**src/rtl/core/arr_pkg.sv**
```systemverilog
// shared types and constants for the address range region lookup unit
// no dependencies
package arr_pkg;

  localparam int MaxRegionsDef = 64;
  localparam int CountW        = 7;
  localparam int SlotW         = 6;
  localparam int AddrW         = 64;
  localparam int LenW          = 32;

  localparam logic ActWrite  = 1'b0;
  localparam logic ActLookup = 1'b1;

  typedef enum logic [1:0] {
    ST_IDLE,
    ST_SCAN,
    ST_RESULT
  } state_e;

  typedef struct packed {
    logic [LenW-1:0]  length;
    logic [AddrW-1:0] base;
  } entry_t;

  typedef struct packed {
    logic             wr_en;
    logic             rd_en;
  } tbl_ctrl_t;

  typedef struct packed {
    logic             hit;
    logic [SlotW-1:0] index;
    logic [AddrW-1:0] base;
    logic [LenW-1:0]  length;
  } res_t;

endpackage

```
**src/rtl/core/arr_scan.sv**
```systemverilog
// item sequencer: table writes, pipelined lookup scan and result register
// depends on arr_pkg, drives arr_table
module arr_scan #(
  parameter int MaxRegions = arr_pkg::MaxRegionsDef,
  localparam int IdxW = (MaxRegions > 1) ? $clog2(MaxRegions) : 1,
  localparam int CntW = $clog2(MaxRegions + 1)
) (
  input  logic                        clk_i,
  input  logic                        rst_ni,
  input  logic                        in_valid_i,
  output logic                        in_ready_o,
  input  logic                        in_action_i,
  input  logic [arr_pkg::SlotW-1:0]   in_slot_i,
  input  logic [arr_pkg::AddrW-1:0]   in_base_i,
  input  logic [arr_pkg::LenW-1:0]    in_length_i,
  input  logic [arr_pkg::AddrW-1:0]   in_addr_i,
  input  logic [arr_pkg::CountW-1:0]  count_i,
  output arr_pkg::tbl_ctrl_t          tbl_ctrl_o,
  output logic [IdxW-1:0]             wr_addr_o,
  output arr_pkg::entry_t             wr_entry_o,
  output logic [IdxW-1:0]             rd_addr_o,
  input  arr_pkg::entry_t             rd_entry_i,
  output logic                        out_valid_o,
  input  logic                        out_ready_i,
  output arr_pkg::res_t               out_res_o
);
  import arr_pkg::*;

  state_e            state_q, state_d;
  logic [CntW-1:0]   rd_idx_q;
  logic [CntW-1:0]   limit_q;
  logic [CntW-1:0]   limit_in;
  logic [CntW-1:0]   cmp_idx_q;
  logic              cmp_vld_q;
  logic [AddrW-1:0]  addr_q;
  logic [AddrW-1:0]  region_end;
  res_t              res_q;
  res_t              out_q;
  logic              out_valid_q;
  logic              in_accept;
  logic              issue;
  logic              hit_now;
  logic              last_now;
  logic              res_move;

  assign in_accept = in_valid_i && in_ready_o;

  // count above table size saturates
  assign limit_in = (int'(count_i) > MaxRegions) ? CntW'(MaxRegions) : CntW'(count_i);

  assign issue      = (state_q == ST_SCAN) && (rd_idx_q < limit_q);
  assign region_end = rd_entry_i.base + AddrW'(rd_entry_i.length);
  // a wrapped end is below base, so it can never match
  assign hit_now    = cmp_vld_q && (addr_q >= rd_entry_i.base) && (addr_q < region_end);
  assign last_now   = cmp_vld_q && (cmp_idx_q == limit_q - CntW'(1));
  assign res_move   = (state_q == ST_RESULT) && (!out_valid_q || out_ready_i);

  always_comb begin
    state_d = state_q;
    case (state_q)
      ST_IDLE: begin
        if (in_accept) begin
          if (in_action_i == ActWrite) begin
            state_d = ST_RESULT;
          end else if ((in_addr_i == '0) || (limit_in == '0)) begin
            state_d = ST_RESULT;
          end else begin
            state_d = ST_SCAN;
          end
        end
      end
      ST_SCAN: begin
        if (hit_now || last_now) begin
          state_d = ST_RESULT;
        end
      end
      ST_RESULT: begin
        if (res_move) begin
          state_d = ST_IDLE;
        end
      end
      default: state_d = ST_IDLE;
    endcase
  end

  always_comb begin
    in_ready_o       = (state_q == ST_IDLE);
    tbl_ctrl_o.wr_en = in_accept && (in_action_i == ActWrite) && (int'(in_slot_i) < MaxRegions);
    tbl_ctrl_o.rd_en = issue;
  end

  assign wr_addr_o         = IdxW'(in_slot_i);
  assign wr_entry_o.base   = in_base_i;
  assign wr_entry_o.length = in_length_i;
  assign rd_addr_o         = rd_idx_q[IdxW-1:0];

  always_ff @(posedge clk_i or negedge rst_ni) begin
    if (!rst_ni) begin
      state_q     <= ST_IDLE;
      cmp_vld_q   <= 1'b0;
      rd_idx_q    <= '0;
      out_valid_q <= 1'b0;
    end else begin
      state_q   <= state_d;
      cmp_vld_q <= issue;
      if (in_accept) begin
        rd_idx_q <= '0;
      end else if (issue) begin
        rd_idx_q <= rd_idx_q + CntW'(1);
      end
      if (res_move) begin
        out_valid_q <= 1'b1;
      end else if (out_ready_i) begin
        out_valid_q <= 1'b0;
      end
    end
  end

  always_ff @(posedge clk_i) begin
    cmp_idx_q <= rd_idx_q;
    if (in_accept) begin
      addr_q  <= in_addr_i;
      limit_q <= limit_in;
      res_q   <= '0;
    end else if ((state_q == ST_SCAN) && hit_now) begin
      res_q.hit    <= 1'b1;
      res_q.index  <= SlotW'(cmp_idx_q);
      res_q.base   <= rd_entry_i.base;
      res_q.length <= rd_entry_i.length;
    end
    if (res_move) begin
      out_q <= res_q;
    end
  end

  assign out_valid_o = out_valid_q;
  assign out_res_o   = out_q;

endmodule

```
**config.mk**
```make
export PLATFORM = sky130hd
export DESIGN_NAME = arr_scan
export DESIGN_NICKNAME = d
export VERILOG_FILES = /design/src/rtl/core/arr_pkg.sv /design/src/rtl/core/arr_scan.sv
export SDC_FILE = /design/constraint.sdc
export NUM_CORES = 1
export LEC_CHECK = 0
export BUFFER_PORTS_ARGS = -buffer_cell sky130_fd_sc_hd__buf_2
export CAP_MARGIN = 0
export CORE_ASPECT_RATIO = 1.1
export CORE_MARGIN = 3
export CORE_UTILIZATION = 30
export DETAILED_ROUTE_END_ITERATION = 8
export MAX_ROUTING_LAYER = met4
export PLACE_DENSITY = 0.55
export SYNTH_ARGS = -nofsm -noshare
export SYNTH_HDL_FRONTEND = slang
export SYNTH_SLANG_ARGS = --single-unit
```
**constraint.sdc**
```tcl
create_clock -name clk_i -period 8.5 [get_ports clk_i]
set_input_delay 0.425 -clock clk_i [delete_from_list [all_inputs] [get_ports clk_i]]
set_output_delay 0.425 -clock clk_i [all_outputs]
set_load 0.03 [all_outputs]
```
==> flow_summary.toml, run 1 <==
[synth]
postSynthAreaPerCell_sq_um = 10.3
synth-edff-count = 174
synth_cell_types = 65
syn_nets = 2009
synth_simple_gate_area_share_pct = 14.3
synth_mux_area_share_pct = 0.310
synth_area_sq_mm = 0.0161
async_flop_share_pct = 3.73
ys_seq_elements = 295
synth_top_family_by_area = "simple AND/OR/NAND/NOR gates"
synth-seq-area-share_pct = 47.7
synth_ff_type = "edfxtp_1"
postSynthCellCount = 1567
ys_warn_count = 0
yosys.area_share.adder_pct = 13.1
synth-compound-area-share_pct = 12.0
synth_xor_area_share_pct = 3.96

[floorplan]
dieArea_sq_mm = 0.0566
initial_core_util_pct = 30.5
die_h_microns = 249
rows = 88
core-area_sq_mm = 0.0529
boundaryPins = 489
dieWidth_microns = 227

[setup_path]
crit_slowest_cell = "and3_4"
worstPathRequired_ns = 8.97
rr_worst_depth = 10
r2r-end = "state_q[0]"
crit_fanout = 94
rr_startpoint = "addr_q[13]"
path_cells = "buf_2, ha_1, a21o_1, a21oi_1, a211oi_1, o21ai_1, a221oi_2, nor2_2, nor3b_1, xnor2_1, ha_1, a41oi_1, o21ai_1, a221oi_1, nand3_1, o311ai_2, and3_4, buf_4, nand3_1, o21ai_1"
endpoint_kind = "flip-flop"
arrival_ns = 6.37
startpoint_type = "primary input"
ff2ff_setup_slack_ns = 4.41
crit_type = "primary input to flip-flop"
crit_top_cell = "o21ai_1"
max_stage_delay_ns = 0.98

[timing]
skew_ns = 0.0171
fin_crit_ns = 5.90
min_period_over_period_pct = 69.4
drv_slew = 0
tns_ns = 0
final-setup-viol-count = 0
max_freq_ghz = 0.169
rsz0062_at_grt = "no"
finalHoldViolations = 0
tightest_slew_ns = 1.28
relSlewSlack_pct = 14.7

[placed_design]
portBuffers = 284
dp_hpwl_mm = 40.6
gp_congestion = 0.868

[route]
wl_per_cell_microns = 21.0
ant_nets = 0
via_per_inst = 5.03
num_vias = 12300
drt_wl_total_mm = 51.2
drt_first_pass_iters = 5
drtIter0Drc = 485
drc = 0

[global_routing]
antenna_found_initial = 4
grt_pass1_wl_mm = 76.2
grt_overflow = 0
first_global_vias = 12400
grt_use_total_pct = 18.3
grt_start_max_net_pins = 104

[hold_path]
worstHoldStart = "in_addr_i[16]"
whs_endpoint = "addr_q[16]"
hold_path_class = "primary input to flip-flop"
hold_path_depth = 1

[cts]
cts_buffer_depth = 3
cts-root-buf = "clkbuf_16"
clkSlewWorstSetupHoldPaths_ns = 0.07
htree_levels = 2
cts_buffers = 35
cts_tree = "done"
clock_sinks = 295
cts_resized = 0
clkLatencyLatePin_ns = 0.54

[power_and_ir_drop]
p_per_area_mw_per_mm2 = 265
p_leak_nw = 7.80
power_w = 0.00493
worst_ir_drop_vdd_v = 0.000142

[cells_and_area]
syn_to_final_growth_pct = 15.4
nets = 2182
final_layout_size_suffix_gt1_share_pct = 20.9

[run]
drv_cap = 0

[run_status]
status = "finished, final reports clean"
## placed cells by master, fill, tap and decap left out, types with 5 or more instances in the layout
cell        instances
ha_1              167
dfrtp_1            11
and2_1              6
a31oi_1             5
nor3b_1             5
nand3_1           122
buf_2             284
clkinv_2            5
clkbuf_16          38
mux2i_1             5
nand4_1            35
and4_1              9
nor2_1             30
edfxtp_1          174
a21oi_1            74
nor3_1             17
nor2b_1            12
xnor2_1            52
nand2b_1           11
nor4_1             26
inv_1              81
xor2_1             21
dfxtp_1           110
and3_1              5
buf_4              10
nand2_1           170
o21ai_1            83
o21ai_0            56
clkinvlp_4          6
a21o_1             46
## routing by layer
metal | global-route usage [%] | vias up | share of wire [%]
met5 | - | - | 0
met2 | 32.3 | 440 | 52
met4 | 5.70 | 0 | 2.9
met1 | 20.1 | 5828 | 39
li1 | - | 5942 | -
met3 | 4.42 | 91 | 6.5
## report_power, final
group | switching (W) | internal [W]
combinational | 0.000923 | 0.000426
clock | 0.000624 | 0.000907
sequential | 0.000160 | 0.00189
total | 0.00171 | 0.00322
## synthesized netlist by cell type (3+ instances only)
cell type    n  share of area, %
nand4_1     35               1.4
ha_1       167                13
a221oi_1     4              0.22
buf_2       12              0.37
a31oi_1      5              0.19
nand2_1    171               4.0
a211o_1      4              0.22
a41oi_1      4              0.22
o211a_1      3              0.19
and2_1       6              0.23
nor3_1      17              0.53
clkbuf_1    20              0.47
xnor2_1     52               2.8
nor3b_1      5              0.23
inv_1       82               1.9
a21o_1      46               2.1
and4_1       9              0.49
o21ai_1     82               2.5
edfxtp_1   174                32
a21oi_1     74               2.3
nand2b_1    11              0.43
nor2_1      30              0.70
buf_4      126               5.9
a211oi_1     4              0.19
o2111ai_1    3              0.16
o211ai_1     4              0.19
o21bai_1     4              0.19
dfxtp_1    110                14
nand3_1    122               3.8
and3_1       6              0.23
o21a_1       4              0.19
nor4_1      26               1.0
or4_1        3              0.14
o21ai_0     57               1.8
nor2b_1     13              0.50
mux2i_1      5              0.31
xor2_1      21               1.1
dfrtp_1     11               1.7
## flip-flops by register name (all words and copies together), names as in the netlist
name	cells
res_q	103
rd_idx_q	7
cmp_idx_q	7
cmp_vld_q	1
state_q	2
out_res_o	103
out_valid_o	1
addr_q	64
limit_q	7
## repair_timing
item | CTS | global route
hold endpoints to repair | 11 | 0
buffers inserted | 0 | 0
hold buffers | 1 | 0
## how the worst max path moves through the flow
stage                  start            to  slack (ns)  depth (start not counted)
2_1_floorplan    out_valid_o  out_res_o[0]        2.74                          2
3_3_place_gp   rd_entry_i[4]     res_q[79]        2.19                         20
3_5_place_dp   rd_entry_i[4]     res_q[80]        2.01                         20
4_1_cts        rd_entry_i[4]     res_q[80]        2.57                         20
5_1_grt        rd_entry_i[4]     res_q[80]        2.00                         20
6_report       rd_entry_i[4]     res_q[80]        2.60                         20
## final cells by class
| cell class | count | area [sq um] |
|---|---|---|
| multi-input combinational | 1031 | 7070 |
| clock inverter | 19 | 176 |
| clock buffer | 44 | 1000 |
| tap | 675 | 845 |
| antenna | 3 | 7.51 |
| inverter | 82 | 309 |
| sequential | 295 | 7700 |
| timing repair buffer | 295 | 1510 |
| fill | 5360 | 34200 |
## metrics by stage
stage | setup WS, ns | cells | cell area (sq um) | util, % | hold WS (ns)
3_3_place_gp | 2.19 | 2377 | 17400 | 33.0 | 0.323
2_1_floorplan | 2.74 | 1567 | 16100 | - | 0.129
5_1_grt | 2.00 | 2444 | 18600 | 35.2 | 0.0372
6_report | 2.60 | 2444 | 18600 | 35.2 | 0.0741
3_5_place_dp | 2.01 | 2377 | 17400 | 33.0 | 0.324
4_1_cts | 2.57 | 2441 | 18600 | 35.2 | 0.0315
## worst max-delay path: cells and delay by family
| family | cells | cell delay [ns] |
|---|---|---|
| fa+ha+maj | 2 | 0.69 |
| buf+inv | 2 | 0.44 |
| xor+xnor | 1 | 0.17 |
| simple gates | 5 | 2.02 |
| compound gates | 10 | 2.54 |
## cell families after synthesis
| logic type | count (synthesis) |
|---|---|
| compound gates | 317 |
| simple gates | 468 |
| fa+ha+maj | 168 |
| buf+inv | 241 |
| flops | 295 |
| mux | 5 |
| xor+xnor | 73 |
No activity file was read; power rests on OpenSTA's default activity.
==> inputs of run 2 (changes only) <==
ABC_AREA = 1   (was unset)
clock period = 5.5 ns   (was 8.5 ns; I/O delays follow)
==> flow_summary.toml, run 2 <==
[run_status]
status = "finished, final reports clean"

[cts]
cts_buffers = 36
htree_levels = 2
post_cts_buffers = 0
cts_tree = "done"
clock_sinks = 295
cts-root-buf = "clkbuf_16"
clkLatencyLatePin_ns = 0.54
clkSlewWorstSetupHoldPaths_ns = 0.05
cts_buffer_depth = 3
cts_resized = 0

[route]
via_per_inst = 4.84
num_vias = 15300
drc = 0
drt_wl_total_mm = 63.1
drt_first_pass_iters = 5
drtIter0Drc = 849
ant_nets = 0
wl_per_cell_microns = 19.9

[power_and_ir_drop]
p_per_area_mw_per_mm2 = 414
p_int_w = 0.00560
clkPwrFrac_pct = 29.4
p_switching_w = 0.00318
seqPwrFrac_pct = 39.2
power_frac_comb_pct = 31.5
worst_ir_drop_vdd_v = 0.000224
sw_frac_of_total_pct = 36.2
p_leak_nw = 9.66

[synth]
postSynthAreaPerCell_sq_um = 8.39
ys_warn_count = 0
synth_most_common_cell = "nand2_1"
synth_area_sq_mm = 0.0178
postSynthCellCount = 2124
synth-edff-count = 174
synth_cell_types = 49
synth-seq-area-share_pct = 43.2
synth_common_cells = "nand2_1, nor2_1, inv_1"
synth_top_area_cell = "edfxtp_1"
yosys-top-cells-area = "edfxtp_1, dfxtp_1, ha_1"
synth.top_cell.area_share_pct = 29.3
ys_seq_elements = 295
async_flop_share_pct = 3.73
syn_nets = 2566
synth_ff_type = "edfxtp_1"

[cells_and_area]
seqCellArea_sq_mm = 0.00770
nets = 2805
final_area_sq_mm = 0.0212
n_fill_cell = 6139
final_layout_size_suffix_gt1_share_pct = 15.6
syn_to_final_growth_pct = 19.0
multi_input_area_sq_mm = 0.00811
layout_commonest_cell = "nand2_1"
final_cell_mix = "nand2_1, nor2_1, buf_2, inv_1, edfxtp_1"

[floorplan]
initial_core_util_pct = 30.4
die_h_microns = 262
rows = 93
dieArea_sq_mm = 0.0623
core-area_sq_mm = 0.0586
dieWidth_microns = 238
boundaryPins = 489

[timing]
max_freq_ghz = 0.234
rsz0062_at_grt = "no"
final-setup-viol-count = 0
skew_ns = 0.0162
finalHoldViolations = 0
tns_ns = 0
fin_crit_ns = 4.28
whs_ns = 0.0493
tightest_slew_ns = 1.13
min_period_over_period_pct = 77.7
drv_slew = 0
relSlewSlack_pct = 24.8

[placed_design]
portBuffers = 284
placed_cell_area_sq_mm = 0.0192
dp_hpwl_mm = 51.4
gp_congestion = 0.989

[setup_path]
cp_num_buf_inv = 4
endpoint_kind = "flip-flop"
critical_path_depth = 26
arrival_ns = 4.69
startpoint_type = "primary input"
max_stage_delay_ns = 0.42
crit_type = "primary input to flip-flop"
rr_worst_depth = 7
crit_family = "simple AND/OR/NAND/NOR gates"
worstPathRequired_ns = 5.92
crit_fanout = 41
crit_slowest_cell = "o21ai_1"

[global_routing]
grt.met1_usage_pct = 23.5
grt_overflow = 0
grt_pass1_wl_mm = 92.5
busiest_layer = "met2"
grt_start_max_net_pins = 103
grtUsageMet2_pct = 35.9
first_global_vias = 15300
grt_use_met3_pct = 3.68
antenna_found_initial = 11
grt_use_total_pct = 20.2

[hold_path]
hold_path_depth = 3
hold_path_class = "primary input to flip-flop"

[run]
drv_cap = 0
[run 2: cell count changes after synthesis, moves of 10 or more]
| cell | change |
|---|---|
| buf_4 | -10 |
| a21o_1 | -39 |
| nor2b_1 | -13 |
| a21oi_1 | +38 |
| nand2b_1 | -11 |
| nor2_1 | +324 |
| nand3_1 | -75 |
| inv_1 | +146 |
| o21ai_1 | -78 |
| xor2_1 | +18 |
| xnor2_1 | -32 |
| nand4_1 | +90 |
| nand2_1 | +223 |
[run 2: metrics by stage]
step / util (%) / power, W / setup WS (ns) / instances
global route: 36.1 / 0.00933 / 0.783 / 3162
global placement: 32.8 / 0.00617 / 0.786 / 3019
CTS: 36.1 / 0.00889 / 1.22 / 3151
detailed placement: 32.8 / 0.00623 / 0.641 / 3019
floorplan: - / 0.00547 / 0.0370 / 2124
finish: 36.1 / 0.00878 / 1.22 / 3164
[run 2: worst reg2reg max path, cell delays in order (launching register included)]
cell and delay [ns]:
dfrtp_1 0.39, nor2_1 0.24, inv_1 0.14, nor2_4 0.85
clkinv_2 0.36, buf_4 0.54, nand2_1 0.32, nor2_1 0.05
[run 2: final timing paths]
kind	from	endpoint	slack, ns
hold reg to reg	res_q[42]	out_res_o[42]	0.43
min in group asynchronous	rst_ni	rd_idx_q[2]	0.15
setup reg to reg	state_q[0]	res_q[53]	2.48
max in group asynchronous	rst_ni	state_q[0]	5.13
hold / removal	count_i[5]	limit_q[5]	0.05
setup / recovery	rd_entry_i[0]	res_q[76]	1.22
[run 2: final cells by class]
| cell class | count | area share [%] |
|---|---|---|
| multi-input cells | 1433 | 38.3 |
| clock buffers | 49 | 4.63 |
| flip-flops and latches | 295 | 36.4 |
| diodes | 13 | 0.154 |
| repair buffers | 366 | 10.6 |
| inverters | 231 | 4.10 |
| clock inverters | 17 | 1.44 |
| well taps | 760 | 4.49 |
[run 2: kinds of logic (layout without fill, tap and decap cells)]
kind of cell               Yosys count  after routing  share of synthesized area (%)
xor gates and xnor gates            59             59                           2.90
and+or+nand+nor                    987            987                           23.8
other                                0             13                              0
AOI/OAI and AO/OA                  219            219                           6.83
adders and majority gates          168            168                           11.8
buffers and inverters              396            663                           11.4
DFF                                295            295                           43.2
[run 2: routing by layer]
metal / share of wire (%) / up-vias
met5: 0 / -
li1: - / 7527
met3: 5.7 / 123
met4: 2.6 / 0
met1: 42 / 7188
met2: 50 / 491
[run 2: timing repair]
action | 4_1_cts | 5_1_grt
setup endpoints to repair | 0 | 0
hold endpoints to repair | 76 | 0
hold buffers | 66 | 0
[run 2: power groups by stage]
stage	Sequential (W)	Clock, W	Combinational [W]
after CTS	0.00345	0.00264	0.00279
after global routing	0.00350	0.00274	0.00308
after detailed placement	0.00349	0	0.00274
after floorplan	0.00380	0	0.00166
after global placement	0.00348	0	0.00269
final	0.00344	0.00258	0.00276
